### src/rtl/asp_pkg.sv
// Shared types and constants for the shelf packing atlas allocator.
`default_nettype none

package asp_pkg;

  localparam int unsigned MAX_ROWS       = 64;
  localparam int unsigned START_SIDE     = 128;
  localparam int unsigned RESET_MAX_SIDE = 4096;

  localparam int unsigned DIM_W = 15;
  localparam int unsigned POS_W = 14;
  localparam int unsigned IDX_W = (MAX_ROWS > 1) ? $clog2(MAX_ROWS) : 1;
  localparam int unsigned CNT_W = $clog2(MAX_ROWS + 1);

  // floor(h / 10) == (h * 52429) >> 19 for every 15-bit h
  localparam int unsigned DIV10_MUL   = 52429;
  localparam int unsigned DIV10_MUL_W = 16;
  localparam int unsigned DIV10_SHIFT = 19;
  localparam int unsigned PROD_W      = DIM_W + DIV10_MUL_W;
  localparam int unsigned QUOT_W      = 12;

  typedef struct packed {
    logic [DIM_W-1:0] rect_width;
    logic [DIM_W-1:0] rect_height;
  } in_t;

  typedef struct packed {
    logic [POS_W-1:0] pos_x;
    logic [POS_W-1:0] pos_y;
    logic             failed;
    logic             grew;
    logic [DIM_W-1:0] side_now;
  } out_t;

  typedef struct packed {
    logic [DIM_W-1:0] top;
    logic [DIM_W-1:0] height;
    logic [DIM_W-1:0] fill;
  } row_t;

  typedef enum logic [2:0] {
    ST_IDLE,
    ST_PREP,
    ST_SCAN,
    ST_GROW,
    ST_FINISH
  } state_e;

  // Controller to datapath
  typedef struct packed {
    logic load;      // latch request
    logic prep;      // divide height, restart scan
    logic scan;      // issue next row read
    logic take_row;  // place into hit row
    logic fail;      // record failure
    logic double;    // double the atlas side
    logic open_row;  // append new row
    logic emit;      // load output register
  } cmd_t;

  // Datapath to controller
  typedef struct packed {
    logic hit;        // checked row takes the rectangle
    logic last_miss;  // last row checked and missed
    logic table_full;
    logic count_zero;
    logic need_grow;
    logic can_grow;
  } status_t;

endpackage

`default_nettype wire

### src/rtl/asp_datapath.sv
// Datapath: row memory, scan pipeline, growth arithmetic and output register.
`default_nettype none

module asp_datapath
  import asp_pkg::*;
(
  input  wire logic             clk_i,
  input  wire logic             rst_ni,
  input  wire logic             cfg_we_i,
  input  wire logic [DIM_W-1:0] cfg_wdata_i,
  input  wire in_t              in_data_i,
  input  wire cmd_t             cmd_i,
  output status_t               status_o,
  output out_t                  out_data_o
);

  row_t mem [MAX_ROWS];
  row_t rd_q;

  logic [CNT_W-1:0]  count_q, count_d;
  logic [DIM_W-1:0]  nft_q, nft_d;
  logic [DIM_W-1:0]  side_q, side_d;
  logic [DIM_W-1:0]  max_q, max_d;
  logic [CNT_W-1:0]  iss_q, iss_d;
  logic              chk_vld_q, chk_vld_d;
  logic              grew_q, grew_d;

  logic [IDX_W-1:0]  chk_idx_q;
  logic [DIM_W-1:0]  w_q, h_q;
  logic [PROD_W-1:0] prod_q;
  logic [POS_W-1:0]  res_x_q, res_y_q;
  logic              res_fail_q;
  out_t              out_q;

  logic              iss_vld;
  logic [DIM_W+3:0]  h10, hr7;
  logic              fit_h, room, hit;
  logic [QUOT_W-1:0] quot;
  logic [DIM_W:0]    rh;
  logic [DIM_W+1:0]  bottom;
  logic              mem_we;
  logic [IDX_W-1:0]  mem_waddr;
  row_t              mem_wdata;

  assign iss_vld = cmd_i.scan && (iss_q < count_q);

  // Ratio test 10*h >= 7*hr and h <= hr, room test w <= side - fill (wrapping)
  assign h10   = ({4'b0, h_q} << 3) + ({4'b0, h_q} << 1);
  assign hr7   = ({4'b0, rd_q.height} << 3) - {4'b0, rd_q.height};
  assign fit_h = (h10 >= hr7) && (h_q <= rd_q.height);
  assign room  = (rd_q.fill > side_q) ||
                 (({1'b0, w_q} + {1'b0, rd_q.fill}) <= {1'b0, side_q});
  assign hit   = chk_vld_q && fit_h && room;

  assign quot   = prod_q[DIV10_SHIFT +: QUOT_W];
  assign rh     = {1'b0, h_q} + {{(DIM_W+1-QUOT_W){1'b0}}, quot};
  assign bottom = {2'b0, nft_q} + {1'b0, rh};

  assign status_o.hit        = hit;
  assign status_o.last_miss  = chk_vld_q && !hit &&
                               ((CNT_W'(chk_idx_q) + CNT_W'(1)) == count_q);
  assign status_o.table_full = (count_q >= CNT_W'(MAX_ROWS));
  assign status_o.count_zero = (count_q == '0);
  assign status_o.need_grow  = (bottom > {2'b0, side_q}) || (w_q >= side_q);
  assign status_o.can_grow   = ({side_q, 1'b0} <= {1'b0, max_q});

  always_comb begin
    mem_we    = 1'b0;
    mem_waddr = chk_idx_q;
    mem_wdata = rd_q;
    if (cmd_i.take_row) begin
      mem_we         = 1'b1;
      mem_wdata.fill = DIM_W'({1'b0, rd_q.fill} + {1'b0, w_q});
    end else if (cmd_i.open_row) begin
      mem_we           = 1'b1;
      mem_waddr        = count_q[IDX_W-1:0];
      mem_wdata.top    = nft_q;
      mem_wdata.height = rh[DIM_W-1:0];
      mem_wdata.fill   = w_q;
    end
  end

  always_ff @(posedge clk_i) begin
    if (mem_we) begin
      mem[mem_waddr] <= mem_wdata;
    end
    rd_q <= mem[iss_q[IDX_W-1:0]];
  end

  always_comb begin
    count_d   = count_q;
    nft_d     = nft_q;
    side_d    = side_q;
    max_d     = max_q;
    iss_d     = iss_q;
    chk_vld_d = 1'b0;
    grew_d    = grew_q;
    if (cfg_we_i) begin
      max_d = cfg_wdata_i;
    end
    if (cmd_i.load) begin
      grew_d = 1'b0;
    end
    if (cmd_i.prep) begin
      iss_d = '0;
    end
    if (iss_vld) begin
      iss_d     = iss_q + CNT_W'(1);
      chk_vld_d = 1'b1;
    end
    if (cmd_i.double) begin
      side_d = {side_q[DIM_W-2:0], 1'b0};
      grew_d = 1'b1;
    end
    if (cmd_i.open_row) begin
      count_d = count_q + CNT_W'(1);
      nft_d   = bottom[DIM_W-1:0];
    end
  end

  always_ff @(posedge clk_i or negedge rst_ni) begin
    if (!rst_ni) begin
      count_q   <= '0;
      nft_q     <= '0;
      side_q    <= DIM_W'(START_SIDE);
      max_q     <= DIM_W'(RESET_MAX_SIDE);
      iss_q     <= '0;
      chk_vld_q <= 1'b0;
      grew_q    <= 1'b0;
    end else begin
      count_q   <= count_d;
      nft_q     <= nft_d;
      side_q    <= side_d;
      max_q     <= max_d;
      iss_q     <= iss_d;
      chk_vld_q <= chk_vld_d;
      grew_q    <= grew_d;
    end
  end

  always_ff @(posedge clk_i) begin
    if (cmd_i.load) begin
      w_q <= in_data_i.rect_width;
      h_q <= in_data_i.rect_height;
    end
    if (cmd_i.prep) begin
      prod_q <= PROD_W'({{DIV10_MUL_W{1'b0}}, h_q} * PROD_W'(DIV10_MUL));
    end
    if (iss_vld) begin
      chk_idx_q <= iss_q[IDX_W-1:0];
    end
    if (cmd_i.take_row) begin
      res_x_q    <= rd_q.fill[POS_W-1:0];
      res_y_q    <= rd_q.top[POS_W-1:0];
      res_fail_q <= 1'b0;
    end else if (cmd_i.open_row) begin
      res_x_q    <= '0;
      res_y_q    <= nft_q[POS_W-1:0];
      res_fail_q <= 1'b0;
    end else if (cmd_i.fail) begin
      res_x_q    <= '0;
      res_y_q    <= '0;
      res_fail_q <= 1'b1;
    end
    if (cmd_i.emit) begin
      out_q.pos_x    <= res_x_q;
      out_q.pos_y    <= res_y_q;
      out_q.failed   <= res_fail_q;
      out_q.grew     <= grew_q;
      out_q.side_now <= side_q;
    end
  end

  assign out_data_o = out_q;

endmodule

`default_nettype wire

### src/rtl/asp_ctrl.sv
// Controller state machine: sequences scan, growth and result hand-off.
`default_nettype none

module asp_ctrl
  import asp_pkg::*;
(
  input  wire logic    clk_i,
  input  wire logic    rst_ni,
  input  wire logic    in_valid_i,
  output logic         in_ready_o,
  output logic         out_valid_o,
  input  wire logic    out_ready_i,
  input  wire status_t status_i,
  output cmd_t         cmd_o
);

  state_e state_q, state_d;
  logic   out_valid_q, out_valid_d;
  logic   slot_free;

  assign slot_free = !out_valid_q || out_ready_i;

  always_comb begin
    state_d = state_q;
    unique case (state_q)
      ST_IDLE: begin
        if (in_valid_i) state_d = ST_PREP;
      end
      ST_PREP: begin
        state_d = status_i.count_zero ? ST_GROW : ST_SCAN;
      end
      ST_SCAN: begin
        if (status_i.hit) begin
          state_d = ST_FINISH;
        end else if (status_i.last_miss) begin
          state_d = status_i.table_full ? ST_FINISH : ST_GROW;
        end
      end
      ST_GROW: begin
        if (!status_i.need_grow || !status_i.can_grow) state_d = ST_FINISH;
      end
      ST_FINISH: begin
        if (slot_free) state_d = ST_IDLE;
      end
      default: state_d = ST_IDLE;
    endcase
  end

  always_comb begin
    cmd_o      = '0;
    in_ready_o = 1'b0;
    unique case (state_q)
      ST_IDLE: begin
        in_ready_o = 1'b1;
        cmd_o.load = in_valid_i;
      end
      ST_PREP: begin
        cmd_o.prep = 1'b1;
      end
      ST_SCAN: begin
        cmd_o.scan = 1'b1;
        if (status_i.hit) begin
          cmd_o.take_row = 1'b1;
        end else if (status_i.last_miss && status_i.table_full) begin
          cmd_o.fail = 1'b1;
        end
      end
      ST_GROW: begin
        if (!status_i.need_grow) begin
          cmd_o.open_row = 1'b1;
        end else if (status_i.can_grow) begin
          cmd_o.double = 1'b1;
        end else begin
          cmd_o.fail = 1'b1;
        end
      end
      ST_FINISH: begin
        cmd_o.emit = slot_free;
      end
      default: ;
    endcase
  end

  always_comb begin
    out_valid_d = out_valid_q;
    if (cmd_o.emit) begin
      out_valid_d = 1'b1;
    end else if (out_ready_i) begin
      out_valid_d = 1'b0;
    end
  end

  always_ff @(posedge clk_i or negedge rst_ni) begin
    if (!rst_ni) begin
      state_q     <= ST_IDLE;
      out_valid_q <= 1'b0;
    end else begin
      state_q     <= state_d;
      out_valid_q <= out_valid_d;
    end
  end

  assign out_valid_o = out_valid_q;

endmodule

`default_nettype wire

### src/rtl/atlas_shelf_packer_core.sv
// Top level of the shelf packing texture atlas allocator.
`default_nettype none

// Channel   Direction  Handshake                   Beat
// request   in         in_valid_i / in_ready_o     in_t  {rect_width, rect_height}
// result    out        out_valid_o / out_ready_i   out_t {pos_x, pos_y, failed, grew, side_now}
// config    in         cfg_we_i                    cfg_wdata_i -> max_side
//
// One request at a time: the height is divided by ten and the rows are scanned at
// one row per cycle; if no row fits, a full table fails the request, else the side
// is doubled as needed and a new row is opened or the request fails; the result is
// loaded into the output register before the next request is accepted.
// Reset clears the row count and free height and sets the side to 128.
// A stalled result beat holds in the output register while the next request runs.

module atlas_shelf_packer_core
  import asp_pkg::*;
(
  input  wire logic             clk_i,
  input  wire logic             rst_ni,
  input  wire logic             in_valid_i,
  output logic                  in_ready_o,
  input  wire in_t              in_data_i,
  output logic                  out_valid_o,
  input  wire logic             out_ready_i,
  output out_t                  out_data_o,
  input  wire logic             cfg_we_i,
  input  wire logic [DIM_W-1:0] cfg_wdata_i
);

  // Command and status between sequencer and datapath
  cmd_t    cmd;
  status_t status;

  // Sequencer: owns the state and the result valid flag
  asp_ctrl u_ctrl (
    .clk_i       (clk_i),
    .rst_ni      (rst_ni),
    .in_valid_i  (in_valid_i),
    .in_ready_o  (in_ready_o),
    .out_valid_o (out_valid_o),
    .out_ready_i (out_ready_i),
    .status_i    (status),
    .cmd_o       (cmd)
  );

  // Datapath: row memory, hit test, growth and the result register
  asp_datapath u_datapath (
    .clk_i       (clk_i),
    .rst_ni      (rst_ni),
    .cfg_we_i    (cfg_we_i),
    .cfg_wdata_i (cfg_wdata_i),
    .in_data_i   (in_data_i),
    .cmd_i       (cmd),
    .status_o    (status),
    .out_data_o  (out_data_o)
  );

endmodule

`default_nettype wire
### config.mk
export PLATFORM = sky130hd
export DESIGN_NAME = atlas_shelf_packer_core
export DESIGN_NICKNAME = d
export VERILOG_FILES = /design/src/rtl/asp_pkg.sv /design/src/rtl/asp_datapath.sv /design/src/rtl/asp_ctrl.sv /design/src/rtl/atlas_shelf_packer_core.sv
export SDC_FILE = /design/constraint.sdc
export NUM_CORES = 2
export LEC_CHECK = 0
export ABC_CLOCK_PERIOD_IN_PS = 9100
export BUFFER_PORTS_ARGS = -buffer_cell sky130_fd_sc_hd__buf_2
export CORE_MARGIN = 10
export CORE_UTILIZATION = 55
export CTS_CLUSTER_DIAMETER = 150
export CTS_CLUSTER_SIZE = 8
export DETAILED_ROUTE_END_ITERATION = 8
export PLACE_DENSITY = 0.71
export SYNTH_ARGS = -nofsm -noshare
export SYNTH_HDL_FRONTEND = slang
export SYNTH_SLANG_ARGS = --single-unit
### constraint.sdc
create_clock -name clk_i -period 9.1 [get_ports clk_i]
set_input_delay 1.365 -clock clk_i [delete_from_list [all_inputs] [get_ports clk_i]]
set_output_delay 1.365 -clock clk_i [all_outputs]
set_load 0.02 [all_outputs]
==> implementation parameters <==
Parameter                              Value

Setup path
  Critical Path Source Type ... flop
  Beginning of the worst register-to-register path ... u_datapath.h_q[0]
  Cell type with the highest occurrence count on the critical path ... sky130_fd_sc_hd__ha_1
  Data arrival time at the worst-slack endpoint ... 8.85 ns
  CP Capture Point ... u_datapath.mem[30][33]
  Flop2flop setup slack ... 0.88 ns
  Reg-to-reg critical path endpoint ... u_datapath.mem[30][33]
  Critical path data required time ... 9.74 ns
  Endpoint type of the worst setup path ... flop
  R2R depth ... 27
  Launching element of the worst setup path ... u_datapath.h_q[0]
  Critical path fanouts, max ... 28
  Worst path depth ... 27
  CP Class ... flop to flop
  Worst path buffer plus inverter count ... 1
  Max stage delay on crit path ... 1.00 ns
  CP delay by family, top ... compound AO/OA/AOI/OAI gates
  Slowest CP cell ... sky130_fd_sc_hd__nor2_4

Placed design
  Port bufs ... 89
  Total half-perimeter wirelength after legalization and detailed placement ... 182.5 mm
  Setup WS pre-CTS ... 1.027 ns
  Final weighted congestion in routability-driven placement ... 0.8904

Synthesis
  Most used flip-flop cell after synthesis ... sky130_fd_sc_hd__edfxtp_1
  Number of cells produced by synthesis ... 5631
  Top post-synthesis cells by count ... sky130_fd_sc_hd__edfxtp_1 (2930), sky130_fd_sc_hd__mux4_2 (924), sky130_fd_sc_hd__ha_1 (258)
  Number of enable-type register cells in the synthesized netlist ... 2930
  Post-synthesis sequential element count ... 3033
  Fraction of registers with async set or reset after synthesis ... 1.912%
  Count of warnings emitted by yosys ... 0
  Netlist Area Pre-Place ... 123000 sq um
  Register area share after synthesis ... 73.42%
  Mean cell area of the mapped netlist ... 21.85 sq um
  Number of distinct library cells after synthesis ... 86
  Cell taking the most area after synthesis ... sky130_fd_sc_hd__edfxtp_1
  Leading cell type by number of instances after synthesis ... sky130_fd_sc_hd__edfxtp_1
  Area share of the leading cell type in the synthesized netlist ... 71.50%
  Biggest area contributors in the synthesized netlist ... sky130_fd_sc_hd__edfxtp_1 (72%), sky130_fd_sc_hd__mux4_2 (17%), sky130_fd_sc_hd__ha_1 (2.6%)

Clock tree
  # resized after CTS ... 0
  Clock-pin slew of the registers on the worst-case setup and hold paths ... 0.05 ns
  # H-tree levels ... 5
  Num CTS Buffers ... 429
  Clock tree from TritonCTS ... built
  Maximum buffer depth of the clock tree ... 4
  Count of hold buffers inserted by post-cts repair ... 0
  Post-CTS setup buffer count ... 0
  Worst-Skew Late Latency ... 1.01 ns
  Clock root buffer master ... sky130_fd_sc_hd__clkbuf_16
  Clock sinks ... 3033

STA
  Unrepaired setup endpoints after global routing ... no
  Count of final hold-check violations ... 0
  Final cycle utilization of the critical path ... 90.31%
  Maximum operating frequency ... 121.7 MHz
  Post-route minimum period ... 8.219 ns
  Final Max Tran Viols ... 0
  Worst Clk Skew ... 0.09976 ns
  Final setup fails ... 0
  Final setup TNS ... 0 ns
  Post-route setup slack ... 0.8815 ns
  Worst Max-Slew Pin Slew ... 1.314 ns
  Worst slew margin relative to its limit ... 12.10%

Detailed routing
  Number of iterations in the first detailed-routing pass ... 5
  Routed len/inst ... 34.82 um
  Detailed-route vias per instance ... 6.680
  First-iteration detailed-routing DRC count ... 8233
  Number of routed nets with antenna violations ... 0
  Overall via count from detail_route ... 61390
  Residual DRC count ... 0
  Total Wirelength ... 319.9 mm

Finish
  Post-layout nets ... 6447
  Syn-to-layout area delta ... 13.95%
  Share of layout cells above drive strength 1 ... 28.39%

Global route
  GRT Resource Usage Total ... 26.31%
  Maximum number of pins on one net before global-route repair ... 132
  Global-route congestion overflow total ... 0
  Antenna violations before repair ... 33
  Wire length of the first global-routing pass ... 460.8 mm
  Vias in the first global route ... 62460

Die
  X dimension of the die ... 493.0 um
  Area of the core ... 222300 sq um
  Initial core utilization ... 55.35%
  Total number of placement rows ... 173
  Total I/O pin count ... 97
  Area enclosed by the die boundary ... 243000 sq um
  Die height ... 493.0 um

Power and ir drop
  Peak supply drop ... 411.7 uV
  Switching share of power ... 32.99%
  Power density normalized to cell area ... 359.1 nW/um^2
  Clock network power share ... 27.7%
  Logic pwr share ... 34.2%
  Total chip power ... 50.34 mW
  Portion of total power attributed to sequential cells ... 38.0%
  Sw power ... 16.61 mW
  Internal power summed over all cells ... 33.73 mW
  Leakage power ... 45.48 nW

Outcome
  Outcome ... complete, no violations

Run
  Maxcap violations ... 0

Min path
  Worst min path class ... flop to flop
==> placed cells by master (no fill, tap or decap), types with 9 or more instances in the layout <==
cell type / count
sky130_fd_sc_hd__edfxtp_1: 2930
sky130_fd_sc_hd__mux4_2: 924
sky130_fd_sc_hd__clkbuf_16: 437
sky130_fd_sc_hd__ha_1: 258
sky130_fd_sc_hd__inv_1: 178
sky130_fd_sc_hd__buf_4: 127
sky130_fd_sc_hd__nand2_1: 121
sky130_fd_sc_hd__clkbuf_1: 119
sky130_fd_sc_hd__buf_2: 89
sky130_fd_sc_hd__a21oi_1: 76
sky130_fd_sc_hd__nor2_1: 68
sky130_fd_sc_hd__fa_1: 63
sky130_fd_sc_hd__o21ai_0: 60
sky130_fd_sc_hd__xnor2_1: 59
sky130_fd_sc_hd__nor2_4: 57
sky130_fd_sc_hd__dfrtp_1: 50
sky130_fd_sc_hd__a21o_1: 49
sky130_fd_sc_hd__dfxtp_1: 45
sky130_fd_sc_hd__buf_12: 44
sky130_fd_sc_hd__nand3_1: 38
sky130_fd_sc_hd__nor3_1: 31
sky130_fd_sc_hd__o21a_1: 29
sky130_fd_sc_hd__xor2_1: 24
sky130_fd_sc_hd__a22o_1: 19
sky130_fd_sc_hd__and3_1: 18
sky130_fd_sc_hd__and2_1: 18
sky130_fd_sc_hd__or2_2: 15
sky130_fd_sc_hd__nor2b_1: 15
sky130_fd_sc_hd__nand2b_1: 14
sky130_fd_sc_hd__nand4_1: 14
sky130_fd_sc_hd__o21ai_4: 13
sky130_fd_sc_hd__a211o_1: 12
sky130_fd_sc_hd__mux2_2: 12
sky130_fd_sc_hd__a31oi_1: 9
==> registers in the layout, summed over array words and instances, names as in the netlist, 3 cells and up <==
signal	cells
u_datapath.mem	2816
u_datapath.chk_idx_q	6
u_datapath.out_data_o	38
u_datapath.res_x_q	14
u_datapath.w_q	15
u_datapath.side_q	8
u_datapath.rd_q	44
u_datapath.nft_q	15
u_datapath.res_y_q	14
u_datapath.h_q	15
u_datapath.count_q	7
u_datapath.iss_q	7
u_datapath.max_q	15
u_datapath.prod_q	12
u_ctrl.state_q	3
==> worst min path at each step <==
stage	endpoint	startpoint	slack (ns)	cells after the start
floorplan	u_datapath.out_data_o[17]	u_datapath.res_y_q[0]	0.40	0
finish	u_datapath.out_data_o[40]	u_datapath.res_x_q[9]	0.41	0
detailed placement	u_datapath.out_data_o[40]	u_datapath.res_x_q[9]	0.40	0
global placement	u_datapath.out_data_o[41]	u_datapath.res_x_q[10]	0.40	0
global route	u_datapath.out_data_o[40]	u_datapath.res_x_q[9]	0.42	0
CTS	u_datapath.out_data_o[40]	u_datapath.res_x_q[9]	0.41	0
==> power by group through the flow <==
stage	sequential, mW	combinational [mW]	clock, mW
6_report	19.2	17.2	14.0
5_1_grt	19.2	18.8	14.7
4_1_cts	19.1	17.3	14.1
3_5_place_dp	19.4	17.1	0
3_3_place_gp	19.4	16.8	0
2_1_floorplan	19.2	11.3	0
==> per-layer routing <==
metal  track usage, %  share of wire, %
met3            7.096                11
met1            37.04                38
met4            9.263               3.7
met5                0             0.032
met2            40.22                47
==> worst reg2reg max path, delay by kind of cell (launching register included) <==
| kind | cells | cell delay, ns |
|---|---|---|
| buf+inv | 1 | 0.46 |
| xor+xnor | 2 | 0.27 |
| simple gates | 8 | 2.36 |
| fa+ha+maj | 4 | 1.39 |
| compound gates | 12 | 2.88 |
| flops | 1 | 0.50 |
==> cell type report <==
class	instances	area, sq um
multi-input cells	2174	31680
inverters	178	668.1
flip-flops and latches	3033	90360
clock buffers	556	11380
fillers	14400	82090
repair buffers	260	2280
well taps	2975	3722
diodes	5	12.51
clock inverters	8	97.59
==> logic make-up after synthesis <==
family | after synthesis | synth area share [%]
xor gates and xnor gates | 83 | 0.5908
adders and majority gates | 321 | 3.648
buffers and inverters | 430 | 1.393
and+or+nand+nor | 446 | 1.731
other | 1 | 0.003048
muxes | 945 | 17.11
DFF | 3033 | 73.42
AOI/OAI and AO/OA | 372 | 2.108
==> stage by stage <==
step / cell area (sq um) / hold WS (ns) / utilization [%] / instances
finish: 140200 / 0.4144 / 63.07 / 9189
floorplan: 123100 / 0.4003 / - / 5637
global route: 140200 / 0.4246 / 63.07 / 9185
global placement: 128700 / 0.4025 / 57.90 / 8620
CTS: 140200 / 0.4143 / 63.07 / 9184
detailed placement: 128700 / 0.4045 / 57.90 / 8620
No activity file was read; power rests on OpenSTA's default activity.
